$ cat src/hw/rtl/length_prefixed_packet_deframer_unit_assert.svh
// Assertion macros for the packet deframer.
// Used by length_prefixed_packet_deframer_unit; expects clk_i and rst_ni in scope.
`ifndef LENGTH_PREFIXED_PACKET_DEFRAMER_UNIT_ASSERT_SVH
`define LENGTH_PREFIXED_PACKET_DEFRAMER_UNIT_ASSERT_SVH

// Check a property at every edge outside of reset.
`define LPD_ASSERT(lbl, prop, msg) \
  lbl: assert property (@(posedge clk_i) disable iff (!rst_ni) (prop)) else $error(msg);

// Check a property at every edge, reset included.
`define LPD_ASSERT_ALWAYS(lbl, prop, msg) \
  lbl: assert property (@(posedge clk_i) (prop)) else $error(msg);

`endif

$ cat src/hw/rtl/lpd_pkg.sv
// Constants and types of the packet deframer.
// No dependencies.
`default_nettype none

package lpd_pkg;

  localparam int BufferBytes = 64;
  localparam int StoreWords  = (BufferBytes + 1) / 2;
  localparam int CountW      = $clog2(BufferBytes + 1);
  localparam int AddrW       = $clog2(StoreWords);
  localparam int MaxPayload  = 30;
  localparam int LenW        = 7;
  localparam int IdxW        = 5;
  localparam int WordW       = 16;

  typedef logic [CountW-1:0] count_t;
  typedef logic [AddrW-1:0]  addr_t;
  typedef logic [WordW-1:0]  word_t;
  typedef logic [IdxW-1:0]   idx_t;

  typedef enum logic [2:0] {
    S_IDLE = 3'b001,
    S_READ = 3'b010,
    S_SHOW = 3'b100
  } state_e;

endpackage

`default_nettype wire

$ cat src/hw/rtl/length_prefixed_packet_deframer_unit.sv
// Packet deframer: packs bytes into 16-bit words, reports payload words on completion.
// Results: a header-only or overflow result shows in the cycle after its byte is accepted;
// a payload word goes through S_READ (word store read) and then S_SHOW.
// Throughput: 1 byte per cycle while no result is due; each payload word takes a store read
// (S_READ) and then output (S_SHOW), which holds until out_ready_i.
// Reset: count, header registers and control clear at once; no store clearing pass.
`default_nettype none
`include "length_prefixed_packet_deframer_unit_assert.svh"

module length_prefixed_packet_deframer_unit
  import lpd_pkg::*;
(
  input  wire logic         clk_i,
  input  wire logic         rst_ni,
  input  wire logic         rx_valid_i,
  output logic              rx_ready_o,
  input  wire logic [7:0]   rx_byte_i,
  output logic              out_valid_o,
  input  wire logic         out_ready_i,
  output logic [LenW-1:0]   packet_length_o,
  output logic [WordW-1:0]  command_word_o,
  output logic [WordW-1:0]  data_word_o,
  output logic [IdxW-1:0]   word_index_o,
  output logic              has_data_o,
  output logic              last_o,
  output logic              status_o
);

  // Word store: payload lives here, written on every received byte as its word is assembled.
  word_t mem [StoreWords];

  state_e state_q, state_d;
  count_t count_q, count_d;
  word_t  word0_q, word0_d;   // declared length (word zero)
  word_t  cmd_q, cmd_d;       // command (word one)
  logic [7:0] hi_q, hi_d;     // high byte of the word being assembled
  idx_t   idx_q, idx_d;
  idx_t   pay_last_q, pay_last_d;
  logic [LenW-1:0] len_q, len_d;
  logic   has_data_q, has_data_d;
  logic   last_q, last_d;
  logic   status_q, status_d;
  word_t  rd_q;

  logic   accept;
  logic   ovf;
  logic   mem_we;
  addr_t  waddr;
  word_t  wdata;
  addr_t  raddr;
  logic   mem_re;
  count_t count_inc;
  count_t words;
  count_t pay;
  logic   complete;

  assign rx_ready_o  = (state_q == S_IDLE);
  assign out_valid_o = (state_q == S_SHOW);
  assign accept      = rx_valid_i && rx_ready_o;
  assign ovf         = (count_q == count_t'(BufferBytes));

  // Even byte opens a fresh word with its low half cleared, odd byte fills the low half.
  assign mem_we    = accept && !ovf;
  assign waddr     = addr_t'(count_q >> 1);
  assign wdata     = count_q[0] ? {hi_q, rx_byte_i} : {rx_byte_i, 8'h00};
  assign count_inc = count_q + count_t'(1);

  // Payload word count, capped at the reportable maximum.
  assign words = count_t'((count_inc + count_t'(1)) >> 1);
  always_comb begin
    if (words > count_t'(2)) begin
      pay = words - count_t'(2);
    end else begin
      pay = '0;
    end
    if (pay > count_t'(MaxPayload)) begin
      pay = count_t'(MaxPayload);
    end
  end

  // Header words track the store's words zero and one.
  always_comb begin
    word0_d = word0_q;
    cmd_d   = cmd_q;
    if (mem_we) begin
      if (count_q == count_t'(0)) begin
        word0_d = {rx_byte_i, 8'h00};
      end else if (count_q == count_t'(1)) begin
        word0_d = {word0_q[15:8], rx_byte_i};
      end else if (count_q == count_t'(2)) begin
        cmd_d = {rx_byte_i, 8'h00};
      end else if (count_q == count_t'(3)) begin
        cmd_d = {cmd_q[15:8], rx_byte_i};
      end
    end
  end

  // Complete once the count meets the length latched from word zero.
  assign complete = (count_inc >= count_t'(2)) && (word_t'(count_inc) == word0_d);

  assign raddr  = addr_t'(idx_q) + addr_t'(2);
  assign mem_re = (state_q == S_READ);

  always_comb begin
    state_d    = state_q;
    count_d    = count_q;
    hi_d       = hi_q;
    idx_d      = idx_q;
    pay_last_d = pay_last_q;
    len_d      = len_q;
    has_data_d = has_data_q;
    last_d     = last_q;
    status_d   = status_q;
    case (state_q)
      S_IDLE: begin
        if (accept) begin
          if (ovf) begin
            // Drop the byte and report it.
            len_d      = '0;
            has_data_d = 1'b0;
            last_d     = 1'b0;
            status_d   = 1'b1;
            idx_d      = '0;
            state_d    = S_SHOW;
          end else begin
            count_d = count_inc;
            if (!count_q[0]) begin
              hi_d = rx_byte_i;
            end
            if (complete) begin
              count_d    = '0;
              len_d      = LenW'(count_inc);
              status_d   = 1'b0;
              idx_d      = '0;
              pay_last_d = idx_t'(pay - count_t'(1));
              if (pay == count_t'(0)) begin
                has_data_d = 1'b0;
                last_d     = 1'b1;
                state_d    = S_SHOW;
              end else begin
                has_data_d = 1'b1;
                state_d    = S_READ;
              end
            end
          end
        end
      end
      S_READ: begin
        last_d  = (idx_q == pay_last_q);
        state_d = S_SHOW;
      end
      S_SHOW: begin
        if (out_ready_i) begin
          if (has_data_q && !last_q) begin
            idx_d   = idx_q + idx_t'(1);
            state_d = S_READ;
          end else begin
            state_d = S_IDLE;
          end
        end
      end
      default: begin
        state_d = S_IDLE;
      end
    endcase
  end

  always_ff @(posedge clk_i or negedge rst_ni) begin
    if (!rst_ni) begin
      state_q    <= S_IDLE;
      count_q    <= '0;
      word0_q    <= '0;
      cmd_q      <= '0;
      idx_q      <= '0;
      pay_last_q <= '0;
      has_data_q <= 1'b0;
      last_q     <= 1'b0;
      status_q   <= 1'b0;
    end else begin
      state_q    <= state_d;
      count_q    <= count_d;
      word0_q    <= word0_d;
      cmd_q      <= cmd_d;
      idx_q      <= idx_d;
      pay_last_q <= pay_last_d;
      has_data_q <= has_data_d;
      last_q     <= last_d;
      status_q   <= status_d;
    end
  end

  // Payload registers: no reset needed.
  always_ff @(posedge clk_i) begin
    hi_q  <= hi_d;
    len_q <= len_d;
  end

  // Store port: write the assembled word, read the next payload word.
  always_ff @(posedge clk_i) begin
    if (mem_we) begin
      mem[waddr] <= wdata;
    end
    if (mem_re) begin
      rd_q <= mem[raddr];
    end
  end

  // Result fields: overflow items report zero everywhere but status.
  assign packet_length_o = len_q;
  assign command_word_o  = status_q ? '0 : cmd_q;
  assign data_word_o     = has_data_q ? rd_q : '0;
  assign word_index_o    = idx_q;
  assign has_data_o      = has_data_q;
  assign last_o          = last_q;
  assign status_o        = status_q;

  `LPD_ASSERT_ALWAYS(a_count_bound, (!rst_ni || count_q <= count_t'(BufferBytes)), "byte count past buffer")
  `LPD_ASSERT(a_no_overlap, !(rx_ready_o && out_valid_o), "input taken while result pending")
  `LPD_ASSERT(a_read_then_show, (state_q == S_READ) |=> (state_q == S_SHOW), "read not shown")
  `LPD_ASSERT(a_ovf_clean, (out_valid_o && status_o) |-> (!has_data_o && !last_o && len_q == '0), "overflow item carries data")
  `LPD_ASSERT(a_idx_bound, (has_data_q && state_q != S_IDLE) |-> (idx_q <= pay_last_q), "payload index past end")

endmodule

`default_nettype wire
$ cat config.mk
export PLATFORM = sky130hd
export DESIGN_NAME = length_prefixed_packet_deframer_unit
export DESIGN_NICKNAME = d
export VERILOG_FILES = /design/src/hw/rtl/lpd_pkg.sv /design/src/hw/rtl/length_prefixed_packet_deframer_unit.sv
export VERILOG_INCLUDE_DIRS = /design/src /design/src/hw/rtl
export SDC_FILE = /design/constraint.sdc
export NUM_CORES = 1
export LEC_CHECK = 0
export BUFFER_PORTS_ARGS = -buffer_cell sky130_fd_sc_hd__buf_2
export CORE_ASPECT_RATIO = 1.1
export CORE_MARGIN = 2
export CORE_UTILIZATION = 70
export CTS_BUF_LIST = sky130_fd_sc_hd__clkbuf_8
export CTS_CLUSTER_SIZE = 40
export DETAILED_ROUTE_END_ITERATION = 6
export GPL_TIMING_DRIVEN = 0
export PLACE_DENSITY = 0.88
export SLEW_MARGIN = 5
export SYNTH_ARGS = -nofsm -noshare
export SYNTH_HDL_FRONTEND = slang
export SYNTH_SLANG_ARGS = --single-unit
$ cat constraint.sdc
create_clock -name clk_i -period 8.5 [get_ports clk_i]
set_clock_uncertainty 0.1 [all_clocks]
set_input_delay 1.7 -clock clk_i [delete_from_list [all_inputs] [get_ports clk_i]]
set_output_delay 1.7 -clock clk_i [all_outputs]
set_load 0.02 [all_outputs]
# Word level (Yosys, flattened, before mapping)
# Memories as Yosys holds them, arrays and structs flattened. A register that Yosys moved wholly into a read port is not among the register bits.
# Index checks and enable logic that the tools add are counted.
# op_classes
shifts,0
order_cmp,3
n_eq_ne,14
n_bitwise,4
multipliers,0
div_mod_pow,0
n_reduce_logical,21
muxes,37
add_sub_neg,6
# op_table
operator,count
$mux W16,6
$mux W7,4
$mux W5,5
$reduce_and A4 Y1,5
$eq A7 B16 Y1,1
$mux W8,2
$mux W3,5
$add A7 B1 Y7 const B,2
$eq A7 B2 Y1 const B,2
$logic_not A7 Y1,2
$mux W1,11
$pmux W5 S2,1
$pmux W3 S3,1
$reduce_and A3 Y1,3
$reduce_bool A2 Y1,4
$eq A7 B1 Y1 const B,1
$eq A7 B7 Y1 const B,1
$ge A7 B2 Y1 const B,1
$gt A7 B5 Y1 const B,1
$sub A6 B2 Y7 const B,1
$gt A6 B2 Y1 const B,1
$ne A2 B1 Y1 const B,3
$ne A3 B1 Y1 const B,2
$add A5 B1 Y5 const B,1
other kinds (12),19
# totals
mem_bits_ro,0
latch_bits,0
mem_count,1
output_inout_bits,49
reg_bits,70
ram_bits,512
input_bits,12
word_cells,98
# mem_list
name,depth,word_bits,rd,rd_ports_with_merged_regs,wr,line,source
mem,32,16,1,1,1,length_prefixed_packet_deframer_unit.sv:30,word_t mem [StoreWords];

# Longest topological paths before layout
# Gate-level depths: netlist of run 1.
# logic_depth
depth_word,12
depth_mapped,16
mapped_depth_nobuf,15

# Worst setup path after synthesis of run 1
# No wires, ideal clock.
# synth_path
path_kind,input to register
startpoint,in rx_valid_i
endpoint,reg pay_last_q[0]
required_ps,8272
n_path_buf,2
path_slack_ps,4184
cell_stages,10
setup_time_ps,128
arrival_ps,4088
path_cell_list,nor4bb_1 -> clkbuf_1 -> nand3_4 -> a221o_1 -> xnor2_1 -> nand3_1 -> a2111oi_4 -> and2b_1 -> buf_4 -> mux2_1
# synth_via
elab_chain_len,6
# synth_rtl
element,line,source
from (decl),length_prefixed_packet_deframer_unit.sv:15,"input wire logic rx_valid_i,"
$logic_and A1 B1 Y1,length_prefixed_packet_deframer_unit.sv:59,assign accept = rx_valid_i && rx_ready_o;
$logic_and A1 B1 Y1,length_prefixed_packet_deframer_unit.sv:63,assign mem_we = accept && !ovf;
$mux W16,length_prefixed_packet_deframer_unit.sv:85,if (mem_we) begin
named net word0_d[4],length_prefixed_packet_deframer_unit.sv:34,"word_t word0_q, word0_d;"
$eq A7 B16 Y1,length_prefixed_packet_deframer_unit.sv:99,assign complete = (count_inc >= count_t'(2)) && (word_t'(count_inc) == word0_d);
$logic_and A1 B1 Y1,length_prefixed_packet_deframer_unit.sv:99,
$reduce_and A4 Y1 (no source line),--,
to (signal assigned),length_prefixed_packet_deframer_unit.sv:185,pay_last_q <= pay_last_d;
to (decl),length_prefixed_packet_deframer_unit.sv:38,"idx_t pay_last_q, pay_last_d;"
# The timed path passes the listed nets, and every way through them passes these cells.
# A chain may end at the register's enable or synchronous reset.

# Worst setup path after layout of run 1
# layout_path
startpoint,in rx_valid_i
endpoint,"reg len_q[5], in the netlist packet_length_o[5] (enable)"
# layout_via
elab_chain_len,7
# layout_rtl
element,line,source
$logic_and A1 B1 Y1,length_prefixed_packet_deframer_unit.sv:59,
$logic_and A1 B1 Y1,length_prefixed_packet_deframer_unit.sv:63,
$mux W16,length_prefixed_packet_deframer_unit.sv:85,
named net word0_d[1],length_prefixed_packet_deframer_unit.sv:34,
$eq A7 B16 Y1,length_prefixed_packet_deframer_unit.sv:99,
$logic_and A1 B1 Y1,length_prefixed_packet_deframer_unit.sv:99,
$reduce_bool A2 Y1 (no source line),--,
$reduce_and A3 Y1 (no source line),--,
to (signal assigned),length_prefixed_packet_deframer_unit.sv:195,len_q <= len_d;
to (decl),length_prefixed_packet_deframer_unit.sv:39,"logic [LenW-1:0] len_q, len_d;"
# The timed path passes the listed nets, and every way through them passes these cells.

==> results of run 1 <==
-- state kept, by name, indices dropped and copies added (netlist names) --
signal,flops
mem,512
cmd_q,16
rd_q,16
word0_q,16
hi_q,8
count_q,7
packet_length_o,7
pay_last_q,5
word_index_o,5
state_q,3
has_data_o,1
last_o,1
status_o,1
-- per-layer routing --
metal / track usage (%) / routed length (µm)
met1: 45.8 / 20500
met2: 53.9 / 28400
met3: 8.40 / 7310
met4: 14.6 / 2800
met5: 0 / 57
-- per-stage QoR --
| stage | setup slack (ns) | instances | util (%) |
|---|---|---|---|
| 2_1_floorplan | 4.18 | 1219 | - |
| 3_3_place_gp | 3.18 | 1717 | 73.3 |
| 3_5_place_dp | 3.41 | 1726 | 74.0 |
| 4_1_cts | 3.94 | 1883 | 78.6 |
| 5_1_grt | 3.59 | 1883 | 78.6 |
| 6_report | 3.85 | 1884 | 78.6 |
-- layout make-up --
type	instances	area, µm²
sequential	598	17700
antenna	1	2.50
fill	1602	7280
clock buffer	94	1290
multi-input combinational	540	6260
inverter	19	71.3
buffer	62	248
timing repair buffer	69	430
tap	438	548
clock inverter	63	290
-- cells by family after synthesis --
family                   after synthesis  synth area share, %
XOR/XNOR                              27                 1.07
buffers and inverters                 81                 1.32
AO/OA/AOI/OAI                         74                 2.16
multiplexers                         201                 16.8
flip-flops                           598                 73.2
AND/OR/NAND/NOR                      226                 4.83
adder cells (fa/ha/maj)               12                0.621
-- power breakdown --
group          internal (W)  leakage, nW  switching [W]
clock network       0.00105        0.918        0.00106
registers           0.00369         5.63       0.000123
logic              0.000773         2.55        0.00143
-- worst max-delay path: cells and delay by family --
| kind | cells | cell delay [ns] |
|---|---|---|
| buf+inv | 3 | 0.89 |
| xor+xnor | 1 | 0.17 |
| compound gates | 3 | 1.43 |
| simple gates | 3 | 0.61 |
-- cells in the mapped netlist, drive strengths merged, types with 4 or more instances --
master and n:
edfxtp 543, mux4 160, nor2 56, dfrtp 54, nand2 50, clkbuf 47
mux2 38, and2 28, o21ai 28, nand3 26, nor2b 20, inv 18
xnor2 16, buf 15, ha 12, xor2 10, nand4 9, o31ai 7
a21oi 6, nor3 6, nor4 6, or3 6, a22oi 5, a21o 4
-- worst max path at each step --
stage	to	depth (start not counted)	start	slack, ns
after detailed placement	packet_length_o[0]$_SDFFCE_PP0P_	10	rx_valid_i	3.41
after floorplan	pay_last_q[0]$_DFFE_PN0P_	10	rx_valid_i	4.18
final	packet_length_o[5]$_SDFFCE_PP0P_	10	rx_valid_i	3.85
after global routing	packet_length_o[5]$_SDFFCE_PP0P_	10	rx_valid_i	3.59
after CTS	packet_length_o[5]$_SDFFCE_PP0P_	10	rx_valid_i	3.94
after global placement	mem[26][9]$_DFFE_PP_	3	rx_byte_i[1]	3.18
-- placed cells by master, fill, tap and decap left out, types with 34 or more instances in the layout --
master | Yosys | routed
edfxtp_1 | 543 | 543
dfrtp_1 | 54 | 54
clkbuf_8 | 0 | 94
buf_2 | 2 | 61
nor2_2 | 0 | 34
nand2_1 | 50 | 50
mux2_2 | 34 | 34
inv_1 | 16 | 46
clkbuf_1 | 46 | 46
mux4_2 | 160 | 160
==> results by group, run 1 <==
Status
  • Outcome: complete, no violations

Worst setup path
  • Reg2Reg Capture Point: rd_q[1]$_DFFE_PP_
  • R2r setup slk: 3.97 ns
  • Crit-path slowest cell: a2111oi_4
  • CP Class: in -> reg
  • Critical Path, Cell by Cell: buf_2, nor4bb_1, clkbuf_1, nand4_1, o31ai_1, xnor2_1, nand3_1, a2111oi_4, o21ai_1, inv_1
  • Arrival @ worst endpoint: 4.81 ns
  • R2R Path Start: word_index_o[0]$_DFFE_PN0P_
  • Worst EP required: 8.67 ns
  • Delay of the slowest cell on the worst path: 0.68 ns
  • Max FO, Critical Path: 11
  • CP Capture Type: flip-flop
  • R2R cell count: 6
  • Startpoint Class: primary input

Synth
  • Yosys warns: 0
  • Synth area leaders: edfxtp_1 (67%), mux4_2 (15%), dfrtp_1 (5.6%)
  • Async set-reset flop share out of synthesis: 9.20%
  • Synthesized Nets: 1243
  • Cell Area, Synth: 24200 µm²
  • Area leader, netlist: edfxtp_1
  • Synth cell types: 70
  • Post-synth EDFFs: 543
  • Post-synthesis cell count: 1219
  • Share of the synthesized area in the top cell type: 67.5%
  • Syn Area/Cell: 19.8 µm²
  • FF+latch count, synth: 598
  • Top FF cell, synth: edfxtp_1
  • Sequential fraction of the synthesis area: 73.2%

Floorplanning
  • Die area: 36000 µm²
  • Die H: 199 µm
  • Area of the core: 34100 µm²
  • # rows: 71
  • Initial Utilization: 70.8%
  • Die W: 181 µm
  • IO Count: 61

Power
  • Total power draw: 0.00812 W
  • Pwr/cell area: 303 nW/µm²
  • Maximum vdd drop: 0.285 mV
  • Leak: 9.09 nW

Clock network
  • # resized after CTS: 0
  • Max Root-Sink Buffers: 3
  • Clock Sinks: 598
  • CTS Buf Count: 86
  • Skew-Pair Late Insertion Delay: 0.62 ns
  • Reg clk slew, reported paths: 0.06 ns
  • Hold_buf cts: 0
  • # H-tree levels: 3
  • TritonCTS clock tree: yes
  • Post-CTS setup buffers: 0
  • CTS Root Cell: clkbuf_8

Global routing
  • First-pass GRT wire length: 86800 µm
  • Initial antenna violation count: 5
  • All-layer global routing usage: 33.9%
  • Largest net degree at the start of global routing: 56
  • Vias in the first global route: 13500
  • Total gr overflow: 0

Drt
  • DRC errors left: 0
  • DRT Wirelength: 59000 µm
  • DRT iter0 DRCs: 1962
  • Via count: 13400
  • Drt via density: 7.12
  • Router iterations before antenna repair: 5
  • Final ANT Viol Nets: 0
  • Avg WL per Cell: 31.3 µm

Timing
  • Max-slew violations: 0
  • Least-Margin Pin Slew: 1.34 ns
  • Rel. slew slack: 10.7%
  • Final setup vio count: 0
  • Period utilisation layout: 54.7%
  • RSZ-0062 raised after global routing: false
  • Final hold violations: 0
  • Final hold slack: 0.396 ns
  • Setup TNS: 0 ns
  • Fmax: 215 MHz
  • Min Tclk post-route: 4.65 ns

Worst hold path
  • Hold Path Depth: 2
  • Min-delay src: cmd_q[9]$_DFFE_PN0P_
  • WHS Endpoint: cmd_q[9]$_DFFE_PN0P_
  • Worst min path class: reg -> reg

Layout
  • Layout cell share with drive strength beyond 1: 29.9%
  • P&R area growth vs syn: 11.0%
  • Post-route cell area: 26800 µm²
  • Fin nets: 1400

Place
  • GP Congestion: 0.902
  • Placed inst area: 25200 µm²
  • Number of port buffers: 60
  • Hpwl dp: 37500 µm

Run
  • Max Cap Violations: 0
Note: power is estimated with default switching activity, not from simulation.
==> run 2: changes to the inputs <==
CORE_UTILIZATION = 58   (was 70)
PLACE_DENSITY = 0.78   (was 0.88)
clock period = 4.14 ns   (was 8.5 ns; I/O delays follow)
==> run 2 against run 1 <==
Net effect:
- sequential power is 100% higher
- critical path depth is 4 lower
- die area is 20% higher
- sequential share of layout area is 1.2 points lower
- highest routed layer is now met4
==> results by group, run 2 (synthesis gave the netlist of run 1 again) <==
Status
  • Outcome: complete, no violations

Layout
  • Most common cell after layout, fill and taps aside: edfxtp_1
  • Largest register FFs: 512 (unchanged)
  • Sequential cell area: 17700 µm² (unchanged)
  • Fin nets: 1410 (+0.71%)
  • Diode count: 0 (-1)
  • Layout cell share with drive strength beyond 1: 31.5% (+1.6 points)
  • Post-route cell area: 27300 µm² (+1.8%)
  • Multi-input gate area: 6290 µm² (+0.50%)
  • Final non-filler cell total: 2019 (+7.2%)
  • Util after Layout: 66.3% (-12 points)
  • Most flops, register: mem
  • P&R area growth vs syn: 13.0%
  • Most frequent cells in the layout: edfxtp_1 (543), mux4_2 (160), clkbuf_8 (95), buf_2 (61), dfrtp_1 (54)
  • Fillers: 2689 (+68%)

Floorplanning
  • Die W: 199 µm (+9.6%)
  • # rows: 78 (+9.9%)
  • Initial Utilization: 58.7% (-12 points)
  • IO Count: 61 (unchanged)
  • Die area: 43300 µm² (+20%)
  • Die H: 218 µm (+9.7%)
  • Area of the core: 41200 µm² (+21%)

Drt
  • DRT iter0 DRCs: 1282 (-35%)
  • DRT Wirelength: 52400 µm (-11%)
  • Avg WL per Cell: 26.0 µm (-17%)
  • Drt via density: 6.18 (-13%)
  • Via count: 12500 (-6.9%)
  • Final ANT Viol Nets: 0 (unchanged)
  • Router iterations before antenna repair: 5 (unchanged)
  • DRC errors left: 0 (unchanged)

Global routing
  • Initial antenna violation count: 1 (-4)
  • First-pass GRT wire length: 78300 µm (-9.8%)
  • Largest net degree at the start of global routing: 56 (unchanged)
  • All-layer global routing usage: 25.2% (-8.7 points)
  • Vias in the first global route: 12500 (-7.4%)
  • Total gr overflow: 0 (unchanged)

Worst setup path
  • CP Launch Point: word_index_o[1]$_DFFE_PN0P_
  • Reg2Reg Capture Point: rd_q[4]$_DFFE_PP_
  • CP Class: reg -> reg
  • Worst EP required: 4.42 ns (-4.25 ns)
  • Delay of the slowest cell on the worst path: 0.72 ns (+0.04 ns)
  • R2R Path Start: word_index_o[1]$_DFFE_PN0P_
  • Critical Path, Cell by Cell: clkbuf_1, clkbuf_1, clkbuf_1, mux4_2, mux4_2, mux2_2
  • R2R cell count: 6 (unchanged)
  • Most frequent CP cell: clkbuf_1
  • R2r setup slk: 0.09 ns (-3.88 ns)
  • Startpoint Class: flip-flop
  • Arrival @ worst endpoint: 4.33 ns (-0.48 ns)
  • Crit path capture: rd_q[4]$_DFFE_PP_
  • Max FO, Critical Path: 10 (-1)
  • Crit-path slowest cell: clkbuf_1
  • CP Capture Type: flip-flop

Clock network
  • Max Root-Sink Buffers: 3 (unchanged)
  • # H-tree levels: 3 (unchanged)
  • CTS Root Cell: clkbuf_8
  • Clock Sinks: 598 (unchanged)
  • TritonCTS clock tree: yes
  • CTS Buf Count: 87 (+1.2%)
  • Skew-Pair Late Insertion Delay: 0.65 ns (+0.03 ns)
  • Reg clk slew, reported paths: 0.07 ns (about the same)

Timing
  • RSZ-0062 raised after global routing: false
  • Final setup margin: 0.0901 ns (-3.76 ns)
  • Least-Margin Pin Slew: 1.34 ns (-0.00128 ns)
  • Final hold violations: 0 (unchanged)
  • Final setup vio count: 0 (unchanged)
  • Period utilisation layout: 97.8%
  • Fmax: 247 MHz
  • Rel. slew slack: 10.8% (+0.086 points)
  • Min Tclk post-route: 4.05 ns
  • Max-slew violations: 0 (unchanged)

Power
  • Sw frac: 30.6% (-1.6 points)
  • Combinational power share: 26.0% (-1.2 points)
  • Pwr/cell area: 613 nW/µm² (+100%)
  • Total power draw: 0.0167 W (+110%)
  • Seq pwr share: 46.4% (-0.5 points)
  • Maximum vdd drop: 0.467 mV (+64%)
  • Power share of the clock group: 27.5% (+1.6 points)
  • Leak: 9.21 nW (+1.3%)
  • Internal: 0.0116 W (+110%)
  • Psw: 0.00513 W (+96%)

Place
  • DP Cell Count: 1857 (+7.6%)
  • Hpwl dp: 34700 µm (-7.5%)
  • Pre-CTS setup slack: -0.282 ns (-3.69 ns)
  • Placed inst area: 25500 µm² (+1.1%)
  • GP Congestion: 0.877 (-2.9%)
  • Number of port buffers: 60 (unchanged)

Worst hold path
  • Worst min path class: in -> async

Run
  • Max Cap Violations: 0 (unchanged)
-- run 2: per-stage QoR --
step           TNS, ns  hold WS [ns]
6_report             0         0.148
2_1_floorplan        0         0.342
3_5_place_dp     -5.13         0.366
4_1_cts              0         0.289
5_1_grt              0         0.193
3_3_place_gp   -133.35         0.359
-- run 2: worst min-delay path by stage --
stage / to / cells past startpoint / start
final: cmd_q[14]$_DFFE_PN0P_ / 1 / rst_ni
after floorplan: cmd_q[0]$_DFFE_PN0P_ / 2 / cmd_q[0]$_DFFE_PN0P_
after global placement: cmd_q[14]$_DFFE_PN0P_ / 2 / cmd_q[14]$_DFFE_PN0P_
after global routing: cmd_q[1]$_DFFE_PN0P_ / 1 / rst_ni
after detailed placement: cmd_q[1]$_DFFE_PN0P_ / 2 / cmd_q[1]$_DFFE_PN0P_
after CTS: hi_q[6]$_DFFE_PP_ / 1 / rx_byte_i[6]
-- run 2: cell type report --
class | instances | share of cell area [%]
Buffer | 61 | 1.02
Tap cell | 560 | 2.57
Clock buffer | 95 | 4.79
Inverter | 19 | 0.261
Multi-Input combinational cell | 540 | 23.0
Sequential cell | 598 | 64.8
Clock inverter | 67 | 1.51
Timing Repair Buffer | 79 | 2.06
-- run 2: metal layers --
metal | track usage [%] | vias to the layer above | routed length [µm]
met4 | 7.64 | 0 | 1190
met2 | 40.5 | 703 | 25900
met1 | 36.4 | 6406 | 20800
met5 | 0 | - | 0
met3 | 3.82 | 78 | 4630
li1 | - | 5299 | -
-- run 2: what timing repair did --
item / 4_1_cts / 5_1_grt
setup endpoints to repair: 77 / 94
buffers inserted: 0 / 1
resized for setup: 10 / 11
pin swaps: 0 / 1
hold buffers: 0 / 0
-- run 2: power groups by stage --
stage / registers (W) / logic, W / clock network, W
finish: 0.00778 / 0.00436 / 0.00461
global route: 0.00782 / 0.00467 / 0.00492
floorplan: 0.00782 / 0.00285 / 0
detailed placement: 0.00790 / 0.00427 / 0
global placement: 0.00789 / 0.00404 / 0
CTS: 0.00778 / 0.00429 / 0.00467
-- run 2: critical path: cells and delay by family, from the launching register on --
family / cells / cell delay, ns
buffers and inverters: 3 / 1.92
DFF: 1 / 0.43
muxes: 3 / 1.33
==> run 3: changes to the inputs <==
SETUP_SLACK_MARGIN = 0.4   (was default)
==> run 3 against run 2 <==
Net effect:
- die area is the same
- sequential share of layout area shrank 0.34 points
- clock power barely moved
- worst hold slack lost 0.014 ns
- critical endpoint is now mem[7][6]$_DFFE_PP_
- largest cell class unchanged
- highest routed layer unchanged
==> results by group, run 3 (synthesis gave the netlist of run 1 again) <==
Worst setup path
  • Max FO, Critical Path: 16 (+6)
  • CP Capture Type: flip-flop
  • Crit-path slowest cell: nor2_2
  • Delay of the slowest cell on the worst path: 0.97 ns (+0.25 ns)
  • Arrival @ worst endpoint: 3.97 ns (-0.36 ns)
  • Worst EP required: 4.30 ns (-0.12 ns)
  • Startpoint Class: flip-flop
  • Critical Path, Cell by Cell: nor4bb_1, clkbuf_1, buf_1, nand3_1, nor2_2
  • CP Class: reg -> reg
  • CP bufs+invs: 2 (-1)
  • CP delay by family, top: simple AND/OR/NAND/NOR gates

Place
  • Hpwl dp: 34700 µm (unchanged)
  • Pre-CTS setup slack: -0.282 ns (unchanged)
  • Number of port buffers: 60 (unchanged)
  • Placed inst area: 25500 µm² (unchanged)
  • GP Congestion: 0.877 (unchanged)

Timing
  • Final setup vio count: 0 (unchanged)
  • Final hold violations: 0 (unchanged)
  • Period utilisation layout: 92.0% (-5.8 points)
  • Max-slew violations: 0 (unchanged)
  • Least-Margin Pin Slew: 1.30 ns (-0.0385 ns)
  • Rel. slew slack: 13.3% (+2.6 points)
  • Fmax: 263 MHz (+6.3%)
  • Final setup margin: 0.331 ns (+0.241 ns)
  • Min Tclk post-route: 3.81 ns (-0.241 ns)
  • RSZ-0062 raised after global routing: true
  • Final hold slack: 0.133 ns (-0.0143 ns)
  • Setup TNS: 0 ns (unchanged)

Power
  • Pwr/cell area: 614 nW/µm² (+0.15%)
  • Maximum vdd drop: 0.446 mV (-4.7%)
  • Leak: 9.26 nW (+0.55%)

Clock network
  • Reg clk slew, reported paths: 0.07 ns (about the same)
  • Skew-Pair Late Insertion Delay: 0.66 ns (about the same)
  • Hold_buf cts: 0 (unchanged)
  • CTS Root Cell: clkbuf_8
  • TritonCTS clock tree: yes
  • Max Root-Sink Buffers: 3 (unchanged)
  • CTS Buf Count: 87 (unchanged)
  • Clock Sinks: 598 (unchanged)
  • # H-tree levels: 3 (unchanged)

Drt
  • DRT iter0 DRCs: 1360 (+6.1%)
  • Drt via density: 6.21 (+0.45%)
  • DRT Wirelength: 52600 µm (+0.21%)
  • Avg WL per Cell: 26.0 µm (about the same)
  • DRC errors left: 0 (unchanged)
  • Router iterations before antenna repair: 5 (unchanged)
  • Final ANT Viol Nets: 0 (unchanged)
  • Via count: 12600 (+0.74%)

Status
  • Outcome: complete, no violations

Global routing
  • Vias in the first global route: 12500 (+0.064%)
  • Total gr overflow: 0 (unchanged)
  • Initial antenna violation count: 1 (unchanged)
  • Largest net degree at the start of global routing: 56 (unchanged)
  • All-layer global routing usage: 25.3% (+0.074 points)
  • First-pass GRT wire length: 78400 µm (+0.16%)

Layout
  • Most common cell after layout, fill and taps aside: edfxtp_1
  • Fillers: 2657 (-1.2%)
  • Post-route cell area: 27500 µm² (+0.53%)
  • Layout cell share with drive strength beyond 1: 33.0% (+1.5 points)
  • Most flops, register: mem
  • Diode count: 0 (unchanged)
  • Largest register FFs: 512 (unchanged)
  • P&R area growth vs syn: 13.6%
  • Fin nets: 1416 (+0.43%)
  • Most frequent cells in the layout: edfxtp_1 (543), mux4_2 (160), clkbuf_8 (96), buf_2 (62), dfrtp_1 (54)
  • Util after Layout: 66.7% (+0.35 points)

Floorplanning
  • # rows: 78 (unchanged)
  • Area of the core: 41200 µm² (unchanged)
  • IO Count: 61 (unchanged)
  • Initial Utilization: 58.7% (unchanged)
  • Die H: 218 µm (unchanged)
  • Die area: 43300 µm² (unchanged)
  • Die W: 199 µm (unchanged)

Run
  • Max Cap Violations: 0 (unchanged)

Worst hold path
  • Worst min path class: in -> async
[run 3: stage by stage]
step | total power (W) | std cells
6_report | 0.0169 | 2025
5_1_grt | 0.0175 | 2025
4_1_cts | 0.0168 | 2025
3_5_place_dp | 0.0122 | 1857
3_3_place_gp | 0.0119 | 1839
2_1_floorplan | 0.0107 | 1219
[run 3: final timing paths]
kind	start	endpoint	slack, ns	depth (start not counted)
min in group clk_i	rx_byte_i[6]	hi_q[6]$_DFFE_PP_	0.32	1
hold / removal	rst_ni	cmd_q[1]$_DFFE_PN0P_	0.13	1
max in group asynchronous	rst_ni	pay_last_q[0]$_DFFE_PN0P_	3.30	1
setup / recovery	state_q[0]$_DFFE_PN1P_	mem[7][6]$_DFFE_PP_	0.33	5
setup reg to reg	state_q[0]$_DFFE_PN1P_	mem[7][6]$_DFFE_PP_	0.33	5
hold reg to reg	cmd_q[14]$_DFFE_PN0P_	cmd_q[14]$_DFFE_PN0P_	0.39	2
[run 3: layout make-up]
| cell class | count | area, µm² | share of cell area (%) |
|---|---|---|---|
| buffer | 62 | 322 | 1.17 |
| clock buffer | 95 | 1310 | 4.76 |
| clock inverter | 67 | 412 | 1.50 |
| inverter | 19 | 78.8 | 0.287 |
| multi-input combinational | 540 | 6350 | 23.1 |
| sequential | 598 | 17700 | 64.4 |
| tap | 560 | 701 | 2.55 |
| timing repair buffer | 84 | 599 | 2.18 |
[run 3: power by group]
part / internal (W) / leakage, nW / switching [W]
Combinational: 0.00168 / 2.69 / 0.00278
Sequential: 0.00756 / 5.63 / 0.000215
Clock: 0.00243 / 0.949 / 0.00219
[run 3: timing repair]
item | in CTS | in global routing
buffers inserted | 6 | 0
hold endpoints to repair | 0 | 0
gates resized for setup | 36 | 13
endpoints found under the setup margin | 247 | 275
pin swaps | 1 | 0
[run 3: metal layers]
layer | track usage (%) | wire, µm
met5 | 0 | 0
met4 | 8.33 | 1280
met3 | 3.76 | 4780
met2 | 40.3 | 25700
met1 | 36.6 | 20800
